--- src/design/assert_macros.svh ---
// ----------------------------------------------------------------------------
// assert_macros.svh
// Concurrent assertion shorthands shared by the timer RTL.
// ----------------------------------------------------------------------------
`ifndef ASSERT_MACROS_SVH
`define ASSERT_MACROS_SVH

// expression holds at every clock edge out of reset
`define ASSERT_ALWAYS(lbl, clk, rst_n, expr, msg) \
    lbl: assert property (@(posedge clk) disable iff (!rst_n) (expr)) \
        else $error(msg);

// consequent holds in the same cycle as the antecedent
`define ASSERT_IMPLY(lbl, clk, rst_n, ante, cons, msg) \
    lbl: assert property (@(posedge clk) disable iff (!rst_n) (ante) |-> (cons)) \
        else $error(msg);

// consequent holds in the cycle after the antecedent
`define ASSERT_NEXT(lbl, clk, rst_n, ante, cons, msg) \
    lbl: assert property (@(posedge clk) disable iff (!rst_n) (ante) |=> (cons)) \
        else $error(msg);

`endif

--- src/design/mset_pkg.sv ---
// ----------------------------------------------------------------------------
// mset_pkg
// Shared constants and types of the multi-slot event timer.
// ----------------------------------------------------------------------------
`default_nettype none

package mset_pkg;

    // default configuration
    localparam int SLOTS_DEF     = 16;
    localparam int TIME_BITS_DEF = 24;

    // request / result field widths
    localparam int FUNC_W  = 2;
    localparam int SLOT_W  = 4;
    localparam int DELAY_W = 24;
    localparam int CODE_W  = 8;
    localparam int KIND_W  = 2;

    // slot numbers a cancel request can name
    localparam int SLOT_RANGE = 1 << SLOT_W;

    // firings reported per tick, and the counter that tracks them
    localparam int MAX_RESULTS = 16;
    localparam int CNT_W       = $clog2(MAX_RESULTS + 1);

    // request functions
    localparam logic [FUNC_W-1:0] FUNC_TICK   = 2'd0;
    localparam logic [FUNC_W-1:0] FUNC_REG    = 2'd1;
    localparam logic [FUNC_W-1:0] FUNC_CANCEL = 2'd2;
    localparam logic [FUNC_W-1:0] FUNC_SOFT   = 2'd3;

    // result kinds
    localparam logic [KIND_W-1:0] KIND_ACK  = 2'd0;
    localparam logic [KIND_W-1:0] KIND_FIRE = 2'd1;
    localparam logic [KIND_W-1:0] KIND_FULL = 2'd2;

    // per-cell command, driven by the top level
    typedef struct packed {
        logic tick;
        logic soft_rst;
        logic grant;
        logic wr;
        logic cancel;
    } cell_cmd_t;

    // scan token passed from cell to cell
    typedef struct packed {
        logic             tok;
        logic [CNT_W-1:0] cnt;
    } link_t;

    // per-cell status seen by the top level
    typedef struct packed {
        logic              active;
        logic              due;
        logic              want;
        logic              tok;
        logic [CODE_W-1:0] code;
        logic [CODE_W-1:0] owner;
    } cell_stat_t;

    // one result
    typedef struct packed {
        logic [KIND_W-1:0] kind;
        logic [SLOT_W-1:0] slot;
        logic [CODE_W-1:0] code;
        logic [CODE_W-1:0] owner;
        logic              last;
    } rsp_t;

endpackage

`default_nettype wire

--- src/design/mset_ifs.sv ---
// ----------------------------------------------------------------------------
// mset_ifs
// Valid/ready channels for timer requests and timer results.
// ----------------------------------------------------------------------------
`default_nettype none

interface mset_req_if;
    logic                         valid;
    logic                         ready;
    logic [mset_pkg::FUNC_W-1:0]  func;
    logic [mset_pkg::SLOT_W-1:0]  slot;
    logic [mset_pkg::DELAY_W-1:0] delay;
    logic                         periodic;
    logic [mset_pkg::CODE_W-1:0]  event_code;
    logic [mset_pkg::CODE_W-1:0]  owner_tag;

    modport source (output valid, func, slot, delay, periodic, event_code, owner_tag,
                    input ready);
    modport sink   (input valid, func, slot, delay, periodic, event_code, owner_tag,
                    output ready);
endinterface

interface mset_rsp_if;
    logic                        valid;
    logic                        ready;
    logic [mset_pkg::KIND_W-1:0] kind;
    logic [mset_pkg::SLOT_W-1:0] fired_slot;
    logic [mset_pkg::CODE_W-1:0] fired_code;
    logic [mset_pkg::CODE_W-1:0] fired_owner;
    logic                        last;

    modport source (output valid, kind, fired_slot, fired_code, fired_owner, last,
                    input ready);
    modport sink   (input valid, kind, fired_slot, fired_code, fired_owner, last,
                    output ready);
endinterface

`default_nettype wire

--- src/design/multi_slot_event_timer.sv ---
// ----------------------------------------------------------------------------
// multi_slot_event_timer
// A row of SLOTS timer cells. Register, cancel and soft reset requests, and
// a tick with no due slot, need no scan; the next request is accepted as
// soon as a pending result has moved into the output register. A tick with
// due slots launches a scan token that walks the cell row one cell per cycle
// while the result side does not stall it; firings leave in slot order through
// a one-entry hold stage and the output register. Control state is flip-flops
// cleared by reset, with no clearing pass; result data, codes and owners carry
// no reset.
// ----------------------------------------------------------------------------
`default_nettype none
`include "assert_macros.svh"

module multi_slot_event_timer #(
    parameter int SLOTS     = mset_pkg::SLOTS_DEF,
    parameter int TIME_BITS = mset_pkg::TIME_BITS_DEF
) (
    input  wire logic   clk,
    input  wire logic   rst_n,
    mset_req_if.sink    req,
    mset_rsp_if.source  rsp
);

    mset_pkg::cell_cmd_t  cmd  [SLOTS];
    mset_pkg::cell_stat_t stat [SLOTS];
    mset_pkg::link_t      link [SLOTS+1];

    logic [SLOTS-1:0]     active_vec;
    logic [SLOTS-1:0]     free_vec;
    logic [SLOTS-1:0]     first_free;
    logic [SLOTS-1:0]     want_vec;
    logic [SLOTS-1:0]     tok_vec;
    logic [SLOTS-1:0]     due_vec;
    logic [TIME_BITS-1:0] wr_delay;

    logic                        full;
    logic                        busy;
    logic                        acc;
    logic                        acc_tick;
    logic                        acc_reg;
    logic                        acc_cancel;
    logic                        acc_soft;
    logic                        out_free;
    logic                        grant;
    logic                        any_take;
    logic                        fire_now;
    logic                        scan_end;
    logic                        h_move;
    logic [mset_pkg::CODE_W-1:0] fire_code;
    logic [mset_pkg::CODE_W-1:0] fire_owner;

    logic          h_valid_reg, h_valid_next;
    logic          h_final_reg, h_final_next;
    mset_pkg::rsp_t h_data_reg, h_data_next;
    logic          out_valid_reg, out_valid_next;
    mset_pkg::rsp_t out_data_reg;

    // one-hot to slot number, masked to the result field
    function automatic logic [mset_pkg::SLOT_W-1:0] enc_slot(input logic [SLOTS-1:0] v);
        logic [mset_pkg::SLOT_W-1:0] idx;
        idx = '0;
        for (int i = 0; i < SLOTS; i++)
        begin
            if (v[i])
                idx = idx | mset_pkg::SLOT_W'(i);
        end
        return idx;
    endfunction

    // request decode
    assign out_free   = !out_valid_reg || rsp.ready;
    assign h_move     = h_valid_reg && h_final_reg && out_free;
    assign busy       = |tok_vec;
    assign req.ready  = !busy && (!h_valid_reg || h_move);
    assign acc        = req.valid && req.ready;
    assign acc_tick   = acc && (req.func == mset_pkg::FUNC_TICK);
    assign acc_reg    = acc && (req.func == mset_pkg::FUNC_REG);
    assign acc_cancel = acc && (req.func == mset_pkg::FUNC_CANCEL);
    assign acc_soft   = acc && (req.func == mset_pkg::FUNC_SOFT);
    assign wr_delay   = TIME_BITS'(req.delay);

    // lowest free slot
    assign free_vec   = ~active_vec;
    assign first_free = free_vec & (~free_vec + SLOTS'(1));
    assign full       = ~|free_vec;

    // scan control: hold stage takes a firing when it can pass its old one on
    assign grant    = !h_valid_reg || out_free;
    assign any_take = |want_vec;
    assign fire_now = any_take && grant;
    assign scan_end = link[SLOTS].tok;

    assign link[0].tok = acc_tick && (|due_vec);
    assign link[0].cnt = '0;

    // cell row
    for (genvar g = 0; g < SLOTS; g++)
    begin : g_cell
        assign cmd[g].tick     = acc_tick;
        assign cmd[g].soft_rst = acc_soft;
        assign cmd[g].grant    = grant;
        assign cmd[g].wr       = acc_reg && first_free[g];
        assign cmd[g].cancel   = acc_cancel && (g < mset_pkg::SLOT_RANGE)
                                 && (req.slot == mset_pkg::SLOT_W'(g));

        assign active_vec[g] = stat[g].active;
        assign due_vec[g]    = stat[g].due;
        assign want_vec[g]   = stat[g].want;
        assign tok_vec[g]    = stat[g].tok;

        mset_cell #(
            .TIME_BITS (TIME_BITS)
        ) u_cell (
            .clk         (clk),
            .rst_n       (rst_n),
            .cmd         (cmd[g]),
            .wr_delay    (wr_delay),
            .wr_periodic (req.periodic),
            .wr_code     (req.event_code),
            .wr_owner    (req.owner_tag),
            .link_in     (link[g]),
            .link_out    (link[g+1]),
            .stat        (stat[g])
        );
    end

    // data of the cell that holds the token and fires
    always_comb
    begin
        fire_code  = '0;
        fire_owner = '0;
        for (int i = 0; i < SLOTS; i++)
        begin
            fire_code  = fire_code  | (stat[i].code  & {mset_pkg::CODE_W{want_vec[i]}});
            fire_owner = fire_owner | (stat[i].owner & {mset_pkg::CODE_W{want_vec[i]}});
        end
    end

    // hold stage: keeps the newest result until the next one, or scan end, tells
    // whether it is the last
    always_comb
    begin
        h_valid_next = h_valid_reg;
        h_final_next = h_final_reg;
        h_data_next  = h_data_reg;
        if (acc_reg)
        begin
            h_valid_next = 1'b1;
            h_final_next = 1'b1;
            h_data_next.last = 1'b1;
            if (full)
            begin
                h_data_next.kind  = mset_pkg::KIND_FULL;
                h_data_next.slot  = '0;
                h_data_next.code  = '0;
                h_data_next.owner = '0;
            end
            else
            begin
                h_data_next.kind  = mset_pkg::KIND_ACK;
                h_data_next.slot  = enc_slot(first_free);
                h_data_next.code  = req.event_code;
                h_data_next.owner = req.owner_tag;
            end
        end
        else if (fire_now)
        begin
            h_valid_next      = 1'b1;
            h_final_next      = scan_end;
            h_data_next.kind  = mset_pkg::KIND_FIRE;
            h_data_next.slot  = enc_slot(want_vec);
            h_data_next.code  = fire_code;
            h_data_next.owner = fire_owner;
            h_data_next.last  = scan_end;
        end
        else if (h_move)
        begin
            h_valid_next = 1'b0;
            h_final_next = 1'b0;
        end
        else if (scan_end && h_valid_reg)
        begin
            h_final_next     = 1'b1;
            h_data_next.last = 1'b1;
        end
    end

    // output register
    assign out_valid_next = (h_move || (fire_now && h_valid_reg)) ? 1'b1 :
                            (rsp.ready ? 1'b0 : out_valid_reg);

    always_ff @(posedge clk or negedge rst_n)
    begin
        if (!rst_n)
        begin
            h_valid_reg   <= 1'b0;
            h_final_reg   <= 1'b0;
            out_valid_reg <= 1'b0;
        end
        else
        begin
            h_valid_reg   <= h_valid_next;
            h_final_reg   <= h_final_next;
            out_valid_reg <= out_valid_next;
        end
    end

    always_ff @(posedge clk)
    begin
        h_data_reg <= h_data_next;
        if (h_move || (fire_now && h_valid_reg))
            out_data_reg <= h_data_reg;
    end

    assign rsp.valid       = out_valid_reg;
    assign rsp.kind        = out_data_reg.kind;
    assign rsp.fired_slot  = out_data_reg.slot;
    assign rsp.fired_code  = out_data_reg.code;
    assign rsp.fired_owner = out_data_reg.owner;
    assign rsp.last        = out_data_reg.last;

    // checks
    `ASSERT_ALWAYS(a_one_token, clk, rst_n, $onehot0(tok_vec), "more than one scan token")
    `ASSERT_IMPLY(a_scan_not_final, clk, rst_n, busy, !(h_valid_reg && h_final_reg),
                  "hold stage closed while a scan runs")
    `ASSERT_NEXT(a_reg_result, clk, rst_n, acc_reg, h_valid_reg && h_data_reg.last,
                 "register request left no final result")

endmodule

`default_nettype wire

--- src/design/mset_cell.sv ---
// ----------------------------------------------------------------------------
// mset_cell
// One timer slot: counter, reload period, code and owner, plus one stage of
// the scan chain that reports due slots in slot order.
// ----------------------------------------------------------------------------
`default_nettype none

module mset_cell #(
    parameter int TIME_BITS = mset_pkg::TIME_BITS_DEF
) (
    input  wire logic                        clk,
    input  wire logic                        rst_n,
    input  wire mset_pkg::cell_cmd_t         cmd,
    input  wire logic [TIME_BITS-1:0]        wr_delay,
    input  wire logic                        wr_periodic,
    input  wire logic [mset_pkg::CODE_W-1:0] wr_code,
    input  wire logic [mset_pkg::CODE_W-1:0] wr_owner,
    input  wire mset_pkg::link_t             link_in,
    output mset_pkg::link_t                  link_out,
    output mset_pkg::cell_stat_t             stat
);

    logic                        active_reg, active_next;
    logic                        pend_reg, pend_next;
    logic [TIME_BITS-1:0]        rem_reg, rem_next;
    logic [TIME_BITS-1:0]        per_reg, per_next;
    logic [mset_pkg::CODE_W-1:0] code_reg;
    logic [mset_pkg::CODE_W-1:0] owner_reg;
    logic                        tok_reg, tok_next;
    logic [mset_pkg::CNT_W-1:0]  cnt_reg, cnt_next;

    logic due;
    logic room;
    logic take;
    logic fire;
    logic drop;
    logic stall;

    // scan stage: report a pending slot while the tick still has room
    assign due   = active_reg && (rem_reg <= TIME_BITS'(1));
    assign room  = cnt_reg < mset_pkg::CNT_W'(mset_pkg::MAX_RESULTS);
    assign take  = tok_reg && pend_reg && room;
    assign fire  = take && cmd.grant;
    assign drop  = tok_reg && pend_reg && !room;
    assign stall = take && !cmd.grant;

    assign link_out.tok = tok_reg && !stall;
    assign link_out.cnt = cnt_reg + mset_pkg::CNT_W'(fire);

    assign tok_next = stall ? 1'b1 : link_in.tok;
    assign cnt_next = stall ? cnt_reg : link_in.cnt;

    assign stat.active = active_reg;
    assign stat.due    = due;
    assign stat.want   = take;
    assign stat.tok    = tok_reg;
    assign stat.code   = code_reg;
    assign stat.owner  = owner_reg;

    // slot state update
    always_comb
    begin
        active_next = active_reg;
        pend_next   = pend_reg;
        rem_next    = rem_reg;
        per_next    = per_reg;
        if (cmd.wr)
        begin
            active_next = 1'b1;
            pend_next   = 1'b0;
            rem_next    = wr_delay;
            per_next    = wr_periodic ? wr_delay : '0;
        end
        else if (cmd.cancel)
        begin
            active_next = 1'b0;
            pend_next   = 1'b0;
            rem_next    = '0;
            per_next    = '0;
        end
        else if (cmd.soft_rst)
        begin
            if (active_reg && (per_reg == '0))
            begin
                active_next = 1'b0;
                rem_next    = '0;
            end
        end
        else if (cmd.tick)
        begin
            // due slots wait for the scan; the rest count down
            if (due)
                pend_next = 1'b1;
            else if (active_reg)
                rem_next = rem_reg - TIME_BITS'(1);
        end
        else if (fire)
        begin
            pend_next = 1'b0;
            if (per_reg != '0)
            begin
                rem_next = per_reg;
            end
            else
            begin
                active_next = 1'b0;
                rem_next    = '0;
            end
        end
        else if (drop)
        begin
            // over the per-tick limit: keep the count, fire next tick
            pend_next = 1'b0;
        end
    end

    always_ff @(posedge clk or negedge rst_n)
    begin
        if (!rst_n)
        begin
            active_reg <= 1'b0;
            pend_reg   <= 1'b0;
            rem_reg    <= '0;
            per_reg    <= '0;
            tok_reg    <= 1'b0;
            cnt_reg    <= '0;
        end
        else
        begin
            active_reg <= active_next;
            pend_reg   <= pend_next;
            rem_reg    <= rem_next;
            per_reg    <= per_next;
            tok_reg    <= tok_next;
            cnt_reg    <= cnt_next;
        end
    end

    // code and owner carry no reset
    always_ff @(posedge clk)
    begin
        if (cmd.wr)
        begin
            code_reg  <= wr_code;
            owner_reg <= wr_owner;
        end
    end

endmodule

`default_nettype wire
--- src/flat_wrapper.sv ---
// flat-port wrapper written by rule: the top's interface ports become plain ports
module multi_slot_event_timer_flat 
#(
    parameter int SLOTS     = mset_pkg::SLOTS_DEF,
    parameter int TIME_BITS = mset_pkg::TIME_BITS_DEF
)
  (clk, rst_n, req_valid, req_func, req_slot, req_delay, req_periodic, req_event_code, req_owner_tag, req_ready, rsp_valid, rsp_kind, rsp_fired_slot, rsp_fired_code, rsp_fired_owner, rsp_last, rsp_ready);
  mset_req_if req_i ();
  mset_rsp_if rsp_i ();
  input  wire logic clk;
  input  wire logic rst_n;
  input wire logic [$bits(req_i.valid)-1:0] req_valid;
  input wire logic [$bits(req_i.func)-1:0] req_func;
  input wire logic [$bits(req_i.slot)-1:0] req_slot;
  input wire logic [$bits(req_i.delay)-1:0] req_delay;
  input wire logic [$bits(req_i.periodic)-1:0] req_periodic;
  input wire logic [$bits(req_i.event_code)-1:0] req_event_code;
  input wire logic [$bits(req_i.owner_tag)-1:0] req_owner_tag;
  output wire logic [$bits(req_i.ready)-1:0] req_ready;
  output wire logic [$bits(rsp_i.valid)-1:0] rsp_valid;
  output wire logic [$bits(rsp_i.kind)-1:0] rsp_kind;
  output wire logic [$bits(rsp_i.fired_slot)-1:0] rsp_fired_slot;
  output wire logic [$bits(rsp_i.fired_code)-1:0] rsp_fired_code;
  output wire logic [$bits(rsp_i.fired_owner)-1:0] rsp_fired_owner;
  output wire logic [$bits(rsp_i.last)-1:0] rsp_last;
  input wire logic [$bits(rsp_i.ready)-1:0] rsp_ready;
  assign req_i.valid = req_valid;
  assign req_i.func = req_func;
  assign req_i.slot = req_slot;
  assign req_i.delay = req_delay;
  assign req_i.periodic = req_periodic;
  assign req_i.event_code = req_event_code;
  assign req_i.owner_tag = req_owner_tag;
  assign req_ready = req_i.ready;
  assign rsp_valid = rsp_i.valid;
  assign rsp_kind = rsp_i.kind;
  assign rsp_fired_slot = rsp_i.fired_slot;
  assign rsp_fired_code = rsp_i.fired_code;
  assign rsp_fired_owner = rsp_i.fired_owner;
  assign rsp_last = rsp_i.last;
  assign rsp_i.ready = rsp_ready;
  multi_slot_event_timer #(.SLOTS(SLOTS), .TIME_BITS(TIME_BITS)) u_core (.clk(clk), .rst_n(rst_n), .req(req_i), .rsp(rsp_i));
endmodule
--- config.mk ---
export PLATFORM = sky130hd
export DESIGN_NAME = multi_slot_event_timer_flat
export DESIGN_NICKNAME = d
export VERILOG_FILES = /design/src/design/mset_pkg.sv /design/src/design/mset_ifs.sv /design/src/design/multi_slot_event_timer.sv /design/src/design/mset_cell.sv /design/src/flat_wrapper.sv
export VERILOG_INCLUDE_DIRS = /design/src /design/src/design
export SDC_FILE = /design/constraint.sdc
export NUM_CORES = 2
export LEC_CHECK = 0
export BUFFER_PORTS_ARGS = -buffer_cell sky130_fd_sc_hd__buf_4
export CORE_UTILIZATION = 25
export CTS_CLUSTER_SIZE = 20
export DETAILED_ROUTE_END_ITERATION = 6
export PLACE_DENSITY = 0.39
export SYNTH_ARGS = -nofsm -noshare
export SYNTH_HDL_FRONTEND = slang
export SYNTH_SLANG_ARGS = --single-unit
--- constraint.sdc ---
create_clock -name clk -period 3.35 [get_ports clk]
set_input_delay 0.1675 -clock clk [delete_from_list [all_inputs] [get_ports clk]]
set_output_delay 0.1675 -clock clk [all_outputs]
set_load 0.005 [all_outputs]
==> results.txt <==
The post-synthesis sequential area ratio is 51.6%. The cell with the biggest individual delay on the critical path is sky130_fd_sc_hd__and4_1. For the pin with the worst max-slew slack, the measured transition is 1.26 ns. The maximum VDD drop is 433 uV. The minimum setup slack in the final design came out at 0.118 ns.

In this run, the clock network consumes 50.9% of the power. The count of port buffers added during placement is 75. The number of buffer and inverter instances along the worst setup path came out at 2.

The later pin in the worst-skew pair is clocked with a latency of 0.81 ns. The count of endpoints failing hold in the final timing report is 0. The setup slack after placement is 0.0353 ns. The floorplan row count is 179. The cell count after synthesis came out at 6368.

The post-route setup TNS came out at 0 ns. The most area-hungry cell type in the Yosys netlist is sky130_fd_sc_hd__dfrtp_1. The critical path is of the reg -> reg type. Counting instances in the post-synthesis netlist gives the leading cell types as sky130_fd_sc_hd__nand2_1, sky130_fd_sc_hd__dfrtp_1, sky130_fd_sc_hd__o21ai_0. Averaged over all synthesized cells, the footprint is 9.47 um2. The flow ran to the end, but the final reports show violations. The die is 493 um tall. For this design the top-level I/O count stands at 76. The layout has 25100 filler cells.

Combinational logic burns 3.7% of the power. The buffer cell driving the clock tree root is sky130_fd_sc_hd__clkbuf_16. The effective utilization at floorplan came out at 25.2%. The net switching power figure came out at 7870 uW. The number of buffers added by the clock tree synthesis step came out at 148.

Counting flops with a built-in enable in the synthesized netlist gives 301. Among cell families on the critical path, the largest total delay comes from compound AO/OA/AOI/OAI gates. In this design, the critical path's most frequently occurring cell is sky130_fd_sc_hd__buf_4. Across every metal layer, demand over resource in global routing totals 22.2%. Timing would allow up to 309 MHz. Of all nets on the critical path, the largest fanout is 17. The time the worst path needs with I/O delays and setup is 3.23 ns.

Among all flip-flop cells after synthesis, the most frequent one is sky130_fd_sc_hd__dfrtp_1. The initial antenna violation count came out at 35. The number of storage elements in the synthesis netlist came out at 1182. The deepest level of the CTS H-tree is 4. Cells with a size suffix above 1 make up 13.5% of the layout. The clock skew after layout came out at 0.0346 ns. Setup repair after global routing left no endpoint under its margin.

The sink count of the clock tree came out at 1182. The final-report max-slew violation count is 0. Summed over all layers, the routed wires come to 274 mm. The total internal power is 24700 uW. The core region is 239000 um2.

The most common cell in the netlist is sky130_fd_sc_hd__nand2_1. The data required time at the worst endpoint came out at 4.07 ns. The path class of the tightest hold or removal check is in -> reg.

The number of distinct standard cells referenced by the synthesized netlist is 96. The first-pass GRT wire length came out at 390 mm. The detailed-routing iteration count for the pre-antenna-repair pass is 7. The net switching share of the total power is 24.2%. When the netlist entered floorplanning its net count stood at 6476. Of the post-synthesis cell area, the dominant cell type holds 36.5%. The relative contribution of sequential cells to total power is 45.4%. Entering global routing, the biggest net connects 133 pins. The area of the mapped netlist is 60300 um2. In the routed design, unresolved DRC markers number 3.

By area the synthesized netlist is led by sky130_fd_sc_hd__dfrtp_1, sky130_fd_sc_hd__edfxtp_1, sky130_fd_sc_hd__nand2_1. The total number of vias came out at 52300. The longest clock path from root to sink contains 3 buffers. The async set-or-reset flop fraction in the synthesized netlist came out at 74.5%. The final-stage net count is 6653. The relative slew slack is 15.7%.

The post-route antenna net violation count came out at 0. The total number of yosys warnings came out at 0. The horizontal extent of the die is 493 um. Setup violations remaining at the end of the flow were counted as 0.

The ratio of total power to cell area is 453 nW/um2. The data arrival at the endpoint of the critical path is 3.96 ns. The kind of capture point of the worst setup path is a flip-flop.

The final reports fail on design-rule violations. The die outline area is 243000 um2. The worst stage delay on the critical path came out at 0.51 ns. The signal on the critical path passes through and4_1 > nand3_1 > buf_4 > o22ai_1 > o21ai_2 > a31oi_4 > buf_4 > nor2_1 > a31oi_1. The leakage power total is 0.0297 uW.

Summed over all nets, the half-perimeter wirelength after detailed placement is 178 mm. The register clock-pin slew on the reported worst setup and hold paths is 0.07 ns. In the final routed layout, each cell accounts on average for 27.8 um. TritonCTS built the clock tree. In the routed layout, each cell is associated on average with a via count of 5.31. The tool flagged a number of max-cap violations equal to 0. The final estimated routing congestion in global placement is 0.913.

The growth of design area from synthesis to finish came out at 19.2%. The final clock period utilization by the worst path came out at 96.5%. The remaining global-route overflow came out at 0. The via count of the first global-routing pass is 50800. The startpoint kind of the worst setup timing path is a flip-flop. The first routing iteration left 4895 violations.
[through the flow]
stage	total power (uW)	instances	util, %	hold slack (ns)	instance area (um2)
after CTS	33000	9832	30.1	0.0208	71800
after detailed placement	16200	9520	27.8	0.155	66400
after global placement	16200	9520	27.8	0.155	66400
after floorplan	15200	6368	-	-0.128	60300
final	32600	9844	30.1	0.0741	71900
after global routing	33500	9837	30.1	0.0657	71800
[power groups by stage]
stage	logic [uW]	clock network, uW	registers (uW)
after floorplan	191	0	15100
after global placement	1190	0	15000
after detailed placement	1190	0	15000
after CTS	1240	16900	14800
after global routing	1250	17500	14800
final	1210	16600	14800
[worst paths after layout]
check / from / to / slack (ns) / depth (start not counted)
setup reg to reg: u_core.g_cell[1].u_cell.active_reg / u_core.g_cell[13].u_cell.rem_reg[3] / 0.12 / 9
setup / recovery: u_core.g_cell[1].u_cell.active_reg / u_core.g_cell[13].u_cell.rem_reg[3] / 0.12 / 9
hold / removal: req_valid / u_core.g_cell[4].u_cell.active_reg / 0.07 / 6
min in group asynchronous: rst_n / u_core.g_cell[14].u_cell.per_reg[22] / 0.14 / 3
hold reg to reg: u_core.h_data_reg[1] / u_core.rsp.fired_owner[0] / 0.42 / 0
max in group asynchronous: rst_n / u_core.g_cell[0].u_cell.per_reg[4] / 2.31 / 4
[tightest hold or removal path, stage by stage]
cell	delay, ns
sky130_fd_sc_hd__buf_4	0.13
sky130_fd_sc_hd__nand2_1	0.12
sky130_fd_sc_hd__nor4_4	0.09
sky130_fd_sc_hd__o21ai_0	0.18
sky130_fd_sc_hd__nand3_1	0.08
sky130_fd_sc_hd__nand2_1	0.06
[per-layer routing]
| layer | global-route usage [%] | wire length [um] |
|---|---|---|
| met1 | 30.2 | 122000 |
| met2 | 35.8 | 127000 |
| met3 | 3.24 | 15000 |
| met4 | 7.51 | 9350 |
| met5 | 0 | 69 |
[layout by cell type (no fill, tap or decap), types with 16 or more instances in the layout]
cell type and count:
sky130_fd_sc_hd__a22o_1 55, sky130_fd_sc_hd__nand3b_1 21, sky130_fd_sc_hd__o211ai_1 49, sky130_fd_sc_hd__nand3_1 136
sky130_fd_sc_hd__xor2_1 141, sky130_fd_sc_hd__mux2i_1 20, sky130_fd_sc_hd__clkinv_2 30, sky130_fd_sc_hd__dlygate4sd3_1 39
sky130_fd_sc_hd__or3_1 72, sky130_fd_sc_hd__a22oi_1 238, sky130_fd_sc_hd__clkbuf_1 27, sky130_fd_sc_hd__a31oi_1 68
sky130_fd_sc_hd__clkbuf_8 28, sky130_fd_sc_hd__buf_12 54, sky130_fd_sc_hd__dfrtp_1 880, sky130_fd_sc_hd__inv_1 51
sky130_fd_sc_hd__o21ai_1 36, sky130_fd_sc_hd__nand4_1 74, sky130_fd_sc_hd__edfxtp_1 301, sky130_fd_sc_hd__clkbuf_16 152
sky130_fd_sc_hd__nor3_1 119, sky130_fd_sc_hd__xnor2_1 184, sky130_fd_sc_hd__a222oi_1 34, sky130_fd_sc_hd__nor4_1 182
sky130_fd_sc_hd__mux2_2 105, sky130_fd_sc_hd__or4_1 48, sky130_fd_sc_hd__nand2b_1 18, sky130_fd_sc_hd__o22ai_1 17
sky130_fd_sc_hd__o21ai_0 753, sky130_fd_sc_hd__nor3b_1 16, sky130_fd_sc_hd__nand2_1 1036, sky130_fd_sc_hd__ha_1 57
sky130_fd_sc_hd__buf_4 397, sky130_fd_sc_hd__a211o_1 23, sky130_fd_sc_hd__a211oi_1 29, sky130_fd_sc_hd__a21oi_1 365
sky130_fd_sc_hd__o31ai_1 28, sky130_fd_sc_hd__nor2_1 460
[logic make-up after synthesis]
group / after synthesis / share of synthesized area, %
AND/OR/NAND/NOR: 2329 / 18.1
AO/OA/AOI/OAI: 1815 / 18.2
flip-flops: 1182 / 51.6
buffers and inverters: 527 / 3.72
XOR/XNOR: 325 / 4.72
multiplexers: 133 / 2.49
adder cells (fa/ha/maj): 57 / 1.18
[layout make-up]
cell class | instances | area [um2] | share of cell area, %
antenna | 10 | 25.0 | 0.0348
timing repair buffer | 491 | 4470 | 6.22
clock inverter | 65 | 674 | 0.938
clock buffer | 207 | 4290 | 5.97
inverter | 63 | 236 | 0.329
multi-input combinational | 4659 | 27100 | 37.8
tap | 3167 | 3960 | 5.51
sequential | 1182 | 31100 | 43.2
[repair_timing]
item / CTS / global route
buffers inserted: 0 / 2
resized for setup: 0 / 2
endpoints found under the hold margin: 1018 / 0
endpoints found under the setup margin: 0 / 52
hold buffers: 40 / 0
Note: power is estimated with default switching activity, not from simulation.
